**src/hw/rtl/latency_stats_accumulator_macros.svh**
```systemverilog
// Assertion helpers for the latency statistics block.
`ifndef LATENCY_STATS_ACCUMULATOR_MACROS_SVH
`define LATENCY_STATS_ACCUMULATOR_MACROS_SVH

// Check a same-cycle implication, quiet while reset is held.
`define LSA_ASSERT_IMPL(lbl, ante, cons) \
    lbl: assert property (@(posedge aclk) disable iff (!aresetn) (ante) |-> (cons)) \
        else $error("latency stats: same-cycle check failed");

// Check an implication in the following cycle, quiet while reset is held.
`define LSA_ASSERT_NEXT(lbl, ante, cons) \
    lbl: assert property (@(posedge aclk) disable iff (!aresetn) (ante) |=> (cons)) \
        else $error("latency stats: next-cycle check failed");

`endif

```
**src/hw/rtl/lsa_pkg.sv**
```systemverilog
package lsa_pkg;

    localparam int ACT_W      = 3;
    localparam int RTT_W      = 32;
    localparam int MEAN_W     = 40;
    localparam int OUT_CNT_W  = 32;
    localparam int CNT_EXT_W  = 64;
    localparam int STEP_W     = $clog2(MEAN_W);
    localparam int IN_DATA_W  = 40;
    localparam int OUT_DATA_W = 304;

    typedef enum logic [ACT_W-1:0] {
        ACT_RECV    = 3'd0,
        ACT_DROP    = 3'd1,
        ACT_TIMEOUT = 3'd2,
        ACT_SEQERR  = 3'd3,
        ACT_STALE   = 3'd4,
        ACT_SENT    = 3'd5
    } act_t;

    typedef enum logic [2:0] {
        ST_IDLE,
        ST_EXEC,
        ST_DIV,
        ST_UPDATE,
        ST_EMIT
    } state_t;

    typedef struct packed {
        logic load;
        logic exec;
        logic div_step;
        logic update;
        logic emit;
    } cmd_t;

    typedef struct packed {
        logic need_div;
    } sts_t;

    // First member lands in the top bits: this order matches m_tdata.
    typedef struct packed {
        logic                  lat_valid;
        logic [MEAN_W-1:0]     lat_mean;
        logic [RTT_W-1:0]      lat_max;
        logic [RTT_W-1:0]      lat_min;
        logic [OUT_CNT_W-1:0]  count_stale;
        logic [OUT_CNT_W-1:0]  count_seq_errors;
        logic [OUT_CNT_W-1:0]  count_timeouts;
        logic [OUT_CNT_W-1:0]  count_dropped;
        logic [OUT_CNT_W-1:0]  count_sent;
        logic [OUT_CNT_W-1:0]  count_received;
    } stats_t;

endpackage

```
**src/hw/rtl/lsa_ctrl.sv**
```systemverilog
module lsa_ctrl (
    input  logic          aclk,
    input  logic          aresetn,
    input  logic          s_tvalid,
    input  logic          out_free,
    input  lsa_pkg::sts_t sts,
    output logic          s_tready,
    output lsa_pkg::cmd_t cmd
);

    lsa_pkg::state_t               state_reg, state_next;
    logic [lsa_pkg::STEP_W-1:0]    step_reg, step_next;

    always_ff @(posedge aclk) begin
        if (!aresetn) begin
            state_reg <= lsa_pkg::ST_IDLE;
            step_reg  <= '0;
        end else begin
            state_reg <= state_next;
            step_reg  <= step_next;
        end
    end

    always_comb begin
        state_next = state_reg;
        step_next  = step_reg;
        case (state_reg)
            lsa_pkg::ST_IDLE: begin
                if (s_tvalid) state_next = lsa_pkg::ST_EXEC;
            end
            lsa_pkg::ST_EXEC: begin
                step_next  = '0;
                state_next = sts.need_div ? lsa_pkg::ST_DIV : lsa_pkg::ST_EMIT;
            end
            lsa_pkg::ST_DIV: begin
                step_next = step_reg + lsa_pkg::STEP_W'(1);
                if (step_reg == lsa_pkg::STEP_W'(lsa_pkg::MEAN_W - 1))
                    state_next = lsa_pkg::ST_UPDATE;
            end
            lsa_pkg::ST_UPDATE: begin
                state_next = lsa_pkg::ST_EMIT;
            end
            lsa_pkg::ST_EMIT: begin
                if (out_free) state_next = lsa_pkg::ST_IDLE;
            end
            default: begin
                state_next = lsa_pkg::ST_IDLE;
            end
        endcase
    end

    always_comb begin
        s_tready     = 1'b0;
        cmd          = '0;
        case (state_reg)
            lsa_pkg::ST_IDLE: begin
                s_tready = 1'b1;
                cmd.load = s_tvalid;
            end
            lsa_pkg::ST_EXEC:   cmd.exec     = 1'b1;
            lsa_pkg::ST_DIV:    cmd.div_step = 1'b1;
            lsa_pkg::ST_UPDATE: cmd.update   = 1'b1;
            lsa_pkg::ST_EMIT:   cmd.emit     = out_free;
            default: ;
        endcase
    end

endmodule

```
**src/hw/rtl/lsa_dp.sv**
```systemverilog
module lsa_dp #(
    parameter int FRAC_BITS   = 8,
    parameter int COUNT_WIDTH = 32
) (
    input  logic                        aclk,
    input  logic                        aresetn,
    input  lsa_pkg::cmd_t               cmd,
    input  logic [lsa_pkg::ACT_W-1:0]   in_action,
    input  logic [lsa_pkg::RTT_W-1:0]   in_rtt,
    output lsa_pkg::sts_t               sts,
    output lsa_pkg::stats_t             stats
);

    localparam int MW   = lsa_pkg::MEAN_W;
    localparam int RW   = lsa_pkg::RTT_W;
    localparam int CW   = COUNT_WIDTH;
    localparam int SH_W = MW + RW;

    logic [lsa_pkg::ACT_W-1:0] action_reg, action_next;
    logic [RW-1:0]             rtt_reg, rtt_next;
    logic [CW-1:0]             recv_reg, recv_next;
    logic [CW-1:0]             sent_reg, sent_next;
    logic [CW-1:0]             drop_reg, drop_next;
    logic [CW-1:0]             tmo_reg, tmo_next;
    logic [CW-1:0]             seq_reg, seq_next;
    logic [CW-1:0]             stale_reg, stale_next;
    logic [RW-1:0]             min_reg, min_next;
    logic [RW-1:0]             max_reg, max_next;
    logic [MW-1:0]             mean_reg, mean_next;
    logic                      seen_reg, seen_next;
    logic                      neg_reg, neg_next;
    logic [CW-1:0]             rem_reg, rem_next;
    logic [MW-1:0]             quo_reg, quo_next;
    logic [CW-1:0]             divisor_reg, divisor_next;

    logic [SH_W-1:0]           shifted;
    logic [MW-1:0]             scaled;
    logic [CW:0]               trial;
    logic [CW:0]               trial_diff;
    logic                      trial_ge;

    function automatic logic [CW-1:0] sat_inc(input logic [CW-1:0] v);
        return (&v) ? v : v + CW'(1);
    endfunction

    function automatic logic [lsa_pkg::OUT_CNT_W-1:0] low_bits(input logic [CW-1:0] v);
        logic [lsa_pkg::CNT_EXT_W-1:0] e;
        e = lsa_pkg::CNT_EXT_W'(v);
        return e[lsa_pkg::OUT_CNT_W-1:0];
    endfunction

    // Scale to fixed point; clamp when the shifted sample overflows the mean width.
    assign shifted = SH_W'(rtt_reg) << FRAC_BITS;
    assign scaled  = (|shifted[SH_W-1:MW]) ? '1 : shifted[MW-1:0];

    // One restoring division step: shift in the next dividend bit, try subtract.
    assign trial      = {rem_reg, quo_reg[MW-1]};
    assign trial_diff = trial - {1'b0, divisor_reg};
    assign trial_ge   = (trial >= {1'b0, divisor_reg});

    assign sts.need_div = (action_reg == lsa_pkg::ACT_RECV) && seen_reg;

    always_ff @(posedge aclk) begin
        if (!aresetn) begin
            recv_reg  <= '0;
            sent_reg  <= '0;
            drop_reg  <= '0;
            tmo_reg   <= '0;
            seq_reg   <= '0;
            stale_reg <= '0;
            min_reg   <= '0;
            max_reg   <= '0;
            mean_reg  <= '0;
            seen_reg  <= 1'b0;
        end else begin
            recv_reg  <= recv_next;
            sent_reg  <= sent_next;
            drop_reg  <= drop_next;
            tmo_reg   <= tmo_next;
            seq_reg   <= seq_next;
            stale_reg <= stale_next;
            min_reg   <= min_next;
            max_reg   <= max_next;
            mean_reg  <= mean_next;
            seen_reg  <= seen_next;
        end
    end

    always_ff @(posedge aclk) begin
        action_reg  <= action_next;
        rtt_reg     <= rtt_next;
        neg_reg     <= neg_next;
        rem_reg     <= rem_next;
        quo_reg     <= quo_next;
        divisor_reg <= divisor_next;
    end

    always_comb begin
        action_next  = action_reg;
        rtt_next     = rtt_reg;
        recv_next    = recv_reg;
        sent_next    = sent_reg;
        drop_next    = drop_reg;
        tmo_next     = tmo_reg;
        seq_next     = seq_reg;
        stale_next   = stale_reg;
        min_next     = min_reg;
        max_next     = max_reg;
        mean_next    = mean_reg;
        seen_next    = seen_reg;
        neg_next     = neg_reg;
        rem_next     = rem_reg;
        quo_next     = quo_reg;
        divisor_next = divisor_reg;

        if (cmd.load) begin
            action_next = in_action;
            rtt_next    = in_rtt;
        end

        if (cmd.exec) begin
            case (action_reg)
                lsa_pkg::ACT_RECV: begin
                    recv_next = sat_inc(recv_reg);
                    if (!seen_reg) begin
                        min_next  = rtt_reg;
                        max_next  = rtt_reg;
                        mean_next = scaled;
                        seen_next = 1'b1;
                    end else begin
                        if (rtt_reg < min_reg) min_next = rtt_reg;
                        if (rtt_reg > max_reg) max_next = rtt_reg;
                        // Load the divider with |sample - mean| over the new count.
                        neg_next     = (scaled < mean_reg);
                        quo_next     = (scaled < mean_reg) ? (mean_reg - scaled)
                                                           : (scaled - mean_reg);
                        rem_next     = '0;
                        divisor_next = sat_inc(recv_reg);
                    end
                end
                lsa_pkg::ACT_DROP:    drop_next  = sat_inc(drop_reg);
                lsa_pkg::ACT_TIMEOUT: tmo_next   = sat_inc(tmo_reg);
                lsa_pkg::ACT_SEQERR:  seq_next   = sat_inc(seq_reg);
                lsa_pkg::ACT_STALE:   stale_next = sat_inc(stale_reg);
                lsa_pkg::ACT_SENT:    sent_next  = sat_inc(sent_reg);
                default: ;
            endcase
        end

        if (cmd.div_step) begin
            rem_next = trial_ge ? trial_diff[CW-1:0] : trial[CW-1:0];
            quo_next = {quo_reg[MW-2:0], trial_ge};
        end

        if (cmd.update) begin
            mean_next = neg_reg ? (mean_reg - quo_reg) : (mean_reg + quo_reg);
        end
    end

    always_comb begin
        stats.count_received   = low_bits(recv_reg);
        stats.count_sent       = low_bits(sent_reg);
        stats.count_dropped    = low_bits(drop_reg);
        stats.count_timeouts   = low_bits(tmo_reg);
        stats.count_seq_errors = low_bits(seq_reg);
        stats.count_stale      = low_bits(stale_reg);
        stats.lat_min          = min_reg;
        stats.lat_max          = max_reg;
        stats.lat_mean         = mean_reg;
        stats.lat_valid        = seen_reg;
    end

endmodule

```
**src/hw/rtl/latency_stats_accumulator.sv**
```systemverilog
// Channel  | Dir | Beat contents (low bit up)
// ---------+-----+------------------------------------------------------------
// s_       | in  | tdata: action[2:0], rtt_us[34:3], zero pad to 40 bits
// m_       | out | tdata: six 32-bit counters, lat_min, lat_max, lat_mean (40),
//          |     |        lat_valid, zero pad to 304 bits
//
// Non-sample events and the first sample pass from accept through the exec state to the
// emit state, which loads the output register as the FSM returns to idle and raises s_tready.
// A later sample passes from accept through the exec state, the 40-step radix-2 mean
// divider and the update state before the emit state loads the output register.
// A waiting result holds the FSM in its emit state only while the output register is full.
// Reset (aresetn low, synchronous) clears all counters, the latency state and the FSM.
`include "latency_stats_accumulator_macros.svh"

module latency_stats_accumulator #(
    parameter int FRAC_BITS   = 8,
    parameter int COUNT_WIDTH = 32
) (
    input  logic                               aclk,
    input  logic                               aresetn,
    // action[2:0], rtt_us[34:3]
    input  logic [lsa_pkg::IN_DATA_W-1:0]      s_tdata,
    input  logic                               s_tvalid,
    output logic                               s_tready,
    // count_received, count_sent, count_dropped, count_timeouts, count_seq_errors,
    // count_stale, lat_min, lat_max, lat_mean, lat_valid
    output logic [lsa_pkg::OUT_DATA_W-1:0]     m_tdata,
    output logic                               m_tvalid,
    input  logic                               m_tready
);

    localparam int ST_W = $bits(lsa_pkg::stats_t);

    lsa_pkg::cmd_t                   cmd;
    lsa_pkg::sts_t                   sts;
    lsa_pkg::stats_t                 stats;
    lsa_pkg::stats_t                 out_view;
    logic                            out_free;
    logic                            lat_fields_zero;
    logic                            m_tvalid_reg, m_tvalid_next;
    logic [lsa_pkg::OUT_DATA_W-1:0]  m_tdata_reg, m_tdata_next;

    // The output slot frees when empty or when its beat leaves this cycle.
    assign out_free = !m_tvalid_reg || m_tready;

    lsa_ctrl u_ctrl (
        .aclk     (aclk),
        .aresetn  (aresetn),
        .s_tvalid (s_tvalid),
        .out_free (out_free),
        .sts      (sts),
        .s_tready (s_tready),
        .cmd      (cmd)
    );

    lsa_dp #(
        .FRAC_BITS   (FRAC_BITS),
        .COUNT_WIDTH (COUNT_WIDTH)
    ) u_dp (
        .aclk      (aclk),
        .aresetn   (aresetn),
        .cmd       (cmd),
        .in_action (s_tdata[lsa_pkg::ACT_W-1:0]),
        .in_rtt    (s_tdata[lsa_pkg::ACT_W +: lsa_pkg::RTT_W]),
        .sts       (sts),
        .stats     (stats)
    );

    always_ff @(posedge aclk) begin
        if (!aresetn) begin
            m_tvalid_reg <= 1'b0;
        end else begin
            m_tvalid_reg <= m_tvalid_next;
        end
    end

    always_ff @(posedge aclk) begin
        m_tdata_reg <= m_tdata_next;
    end

    // Load a fresh result on emit; otherwise drop valid once the beat is taken.
    always_comb begin
        m_tvalid_next = m_tvalid_reg;
        m_tdata_next  = m_tdata_reg;
        if (cmd.emit) begin
            m_tvalid_next = 1'b1;
            m_tdata_next  = lsa_pkg::OUT_DATA_W'(stats);
        end else if (m_tready) begin
            m_tvalid_next = 1'b0;
        end
    end

    assign m_tvalid = m_tvalid_reg;
    assign m_tdata  = m_tdata_reg;
    assign out_view = lsa_pkg::stats_t'(m_tdata_reg[ST_W-1:0]);

    assign lat_fields_zero = (out_view.lat_min == '0) && (out_view.lat_max == '0)
                             && (out_view.lat_mean == '0);

    // Only one event may be in flight.
    `LSA_ASSERT_NEXT(a_one_in_flight, s_tvalid && s_tready, !s_tready)
    // Before any sample, the latency fields read as zero.
    `LSA_ASSERT_IMPL(a_unset_latency_zero, m_tvalid && !out_view.lat_valid, lat_fields_zero)
    // Once a sample is seen, the minimum never exceeds the maximum.
    `LSA_ASSERT_IMPL(a_min_le_max, m_tvalid && out_view.lat_valid, out_view.lat_min <= out_view.lat_max)

endmodule
```
**config.mk**
```make
export PLATFORM = sky130hd
export DESIGN_NAME = latency_stats_accumulator
export DESIGN_NICKNAME = d
export VERILOG_FILES = /design/src/hw/rtl/lsa_pkg.sv /design/src/hw/rtl/lsa_ctrl.sv /design/src/hw/rtl/lsa_dp.sv /design/src/hw/rtl/latency_stats_accumulator.sv
export VERILOG_INCLUDE_DIRS = /design/src /design/src/hw/rtl
export SDC_FILE = /design/constraint.sdc
export NUM_CORES = 1
export LEC_CHECK = 0
export ABC_CLOCK_PERIOD_IN_PS = 42400
export BUFFER_PORTS_ARGS = -buffer_cell sky130_fd_sc_hd__buf_2
export CAP_MARGIN = 10
export CORE_MARGIN = 1.5
export CORE_UTILIZATION = 50
export DETAILED_ROUTE_END_ITERATION = 12
export PLACE_DENSITY_LB_ADDON = 0.08
export SLEW_MARGIN = 10
export SYNTH_ARGS = -nofsm -noshare
export SYNTH_HDL_FRONTEND = slang
export SYNTH_SLANG_ARGS = --single-unit
```
**constraint.sdc**
```tcl
create_clock -name aclk -period 42.4 [get_ports aclk]
set_input_delay 4.24 -clock aclk [delete_from_list [all_inputs] [get_ports aclk]]
set_output_delay 4.24 -clock aclk [all_outputs]
set_load 0.02 [all_outputs]
```
==> flow_metrics.tcl <==
set metrics [dict create \
    syn-cell-area_mm2 0.03798 \
    synth-seq-cells 744 \
    antenna_found_initial 3 \
    power.total_mw 1.612 \
    drc 0 \
    report.final.slew_viol_count 0 \
    async_flop_share_pct 0 \
    worstPathRequired_ps 42670 \
    grt_pass1_vias 26090 \
    htreeDepth 3 \
    whs_path_depth 0 \
    worstPathMaxFanout 76 \
    fp-row-count 100 \
    synthTopCellsByArea "edfxtp_1 35%, dfxtp_1 16%, ha_1 6.8%" \
    rsz0062_at_grt "no" \
    clockBufferDepth 3 \
    stdcell_area_mm2 0.04325 \
    port_buffers 337 \
    r2r-end "u_dp.mean_reg[35]$_SDFFE_PN0P_" \
    yosysWarnings 0 \
    core_mm2 0.07482 \
    finalSetupViolations 0 \
    numCtsBuffers 81 \
    start_util_pct 50.76 \
    crit_arrival_ps 6880 \
    largest_register_ffs 297 \
    ff2ff_path_depth 18 \
    dpl.hpwl_um 64280 \
    hold_path_end "m_tdata[229]$_DFFE_PP_" \
    critPathKind "input pin to flip-flop" \
    grt.overflow.total 0 \
    via_per_inst 5.469 \
    cts_setup_buffers 0 \
    p_leak_nw 17.20 \
    grt_busiest_layer "met2" \
    clkSinkCount 744 \
    hold_viol 0 \
    maxCapViolCount 0 \
    ir_drop_v 0.00003438 \
    drt_iter0_markers 1659 \
    cts_hold_buffers 0 \
    synthCells 3700 \
    syn_avg_cell_area_um2 10.26 \
    fin_crit_ps 6612 \
    max_freq_ghz 0.1512 \
    grt_use_met1_pct 31.95 \
    synth_cell_types 86 \
    p_sw_uw 367.1 \
    fin_skew_ps 36.27 \
    post-route-period-util_pct 15.60 \
    die_h_um 278.6 \
    die_area_mm2 0.07762 \
    wirelength_um 90810 \
    crit_path_start "m_tready" \
    grt_pass1_wl_um 143000 \
    p_comb_share_pct 5.9 \
    hp-class "flip-flop to flip-flop" \
    vias 27490 \
    maxSlewHeadroom_pct 27.98 \
    placed_area_mm2 0.04045 \
    cellPowerDensity_mw_per_mm2 37.26 \
    clk_latency_ps 650 \
    p_seq_share_pct 48.5 \
    ys.flop_type "edfxtp_1" \
    path_clk_slew_ps 60 \
    r2r-start "u_dp.quo_reg[6]$_DFFE_PP_" \
    switching_share_pct 22.78 \
    fp.dieW_um 278.6 \
    wl_per_cell_um 18.07 \
    place.gp.congestion 0.8855 \
    end_kind "flip-flop" \
    yosysTopAreaCell "edfxtp_1" \
    clockRootBuffer "clkbuf_16" \
    reg2reg_slack_ps 36720 \
    utilization_pct 57.81 \
    min-delay-start "u_dp.max_reg[5]$_SDFFE_PN0P_" \
    worstMarginPinSlew_ps 1080 \
    p_int_mw 1.244 \
    postRouteAntennaNets 0 \
    pwr-share-clk_pct 45.6 \
    synth_edf_count 437 \
    yosysSeqAreaShare_pct 50.74 \
    fin_nets 4239 \
    grt_start_max_net_pins 219 \
    ctsResizeCount 0 \
    globalRouteMet3Util_pct 3.593 \
    synth_top_area_share_pct 34.55 \
    grt_use_total_pct 23.01 \
    drive_above_1_share_pct 12.87 \
    ios 350 \
    fin_setup_tns_ps 0 \
    use_met2_pct 37.44 \
    cp-start-kind "input pin" \
    cts_tree "done" \
    dr.pass1.iters 6 \
    outcome "complete, no violations" \
    area_growth_pct 13.89 \
]
power groups by stage:
stage,Combinational (mW),Clock (mW),Sequential (mW)
finish,0.0951,0.734,0.782
global route,0.105,0.780,0.783
CTS,0.0949,0.753,0.782
detailed placement,0.0945,0,0.798
global placement,0.0940,0,0.797
floorplan,0.0594,0,0.806
cells by family (layout without fill, tap and decap cells):
kind of cell / after synthesis / after routing / share of synthesized area (%)
buffers and inverters: 376 / 725 / 3.875
flip-flops: 744 / 744 / 50.74
multiplexers: 66 / 66 / 1.740
adder cells (fa/ha/maj): 208 / 208 / 6.912
AND/OR/NAND/NOR: 1247 / 1247 / 17.07
AO/OA/AOI/OAI: 751 / 751 / 12.56
other: 1 / 9 / 0.009875
XOR/XNOR: 307 / 307 / 7.100
worst max-delay path by stage:
stage	to	cells after the start
final	m_tdata[193]$_DFFE_PP_	6
after detailed placement	m_tdata[265]$_DFFE_PP_	6
after global placement	m_tdata[265]$_DFFE_PP_	6
after CTS	m_tdata[235]$_DFFE_PP_	6
after global routing	m_tdata[228]$_DFFE_PP_	6
after floorplan	m_tdata[0]$_DFFE_PP_	2
final cells by class:
cell class | instances | area [µm²]
Antenna cell | 2 | 5.005
Clock buffer | 107 | 2205
Clock inverter | 44 | 590.6
Fill cell | 6553 | 31570
Inverter | 219 | 822.0
Multi-Input combinational cell | 2586 | 17310
Sequential cell | 744 | 19270
Tap cell | 969 | 1212
Timing Repair Buffer | 355 | 1843
through the flow:
step                hold WS, ps  std cells  setup WS (ps)
global placement          413.4       4873          35090
detailed placement        415.1       4873          35040
floorplan                 402.9       3706          24840
global route              434.2       5026          35580
finish                    429.8       5026          35790
CTS                       427.9       5024          35740
synthesized netlist by cell type, types with 25 or more instances:
master / count
a21o_1: 93
inv_1: 218
nor3_1: 45
nand3_1: 145
o211ai_1: 30
and4_1: 26
a21oi_1: 201
a31oi_1: 34
edfxtp_1: 437
ha_1: 205
and3_1: 48
nand2_1: 311
xnor2_1: 219
a21boi_0: 43
nor2_1: 203
nor2b_1: 37
dfxtp_1: 307
and2_1: 201
nand4_1: 77
clkbuf_1: 124
or3_1: 52
a211oi_1: 25
o21ai_0: 189
mux2i_1: 66
xor2_1: 87
cell usage in the layout (no fill, tap or decap), types with 17 or more instances in the layout:
cell type and n:
and3_1 48, and4_1 26, a21boi_0 43, o211ai_1 30
a31oi_1 34, mux2i_1 66, xor2_1 87, a21o_1 93
edfxtp_1 437, o21a_1 17, ha_1 205, nor2b_1 37
nand2_1 309, or3_1 52, buf_4 17, xnor2_1 219
nand2b_1 20, dfxtp_1 307, o21ai_0 189, nor3_1 44
clkbuf_16 81, and2_1 201, clkbuf_1 18, a21oi_1 201
a211oi_1 25, inv_1 218, buf_2 336, nor4_1 23
nor2_1 201, nand3_1 145, nand4_1 77
layer usage:
layer | vias to the layer above | part of all wire (%)
met5 | - | 0
met3 | 103 | 5.2
met1 | 12960 | 46
met4 | 0 | 2.0
li1 | 13820 | -
met2 | 606 | 46
worst max-delay path, cell delays in order:
cell	delay (ps)
buf_2	80
nor2b_1	70
nor2_4	120
buf_4	470
buf_4	860
buf_4	870
(Power assumes the default switching activity.)
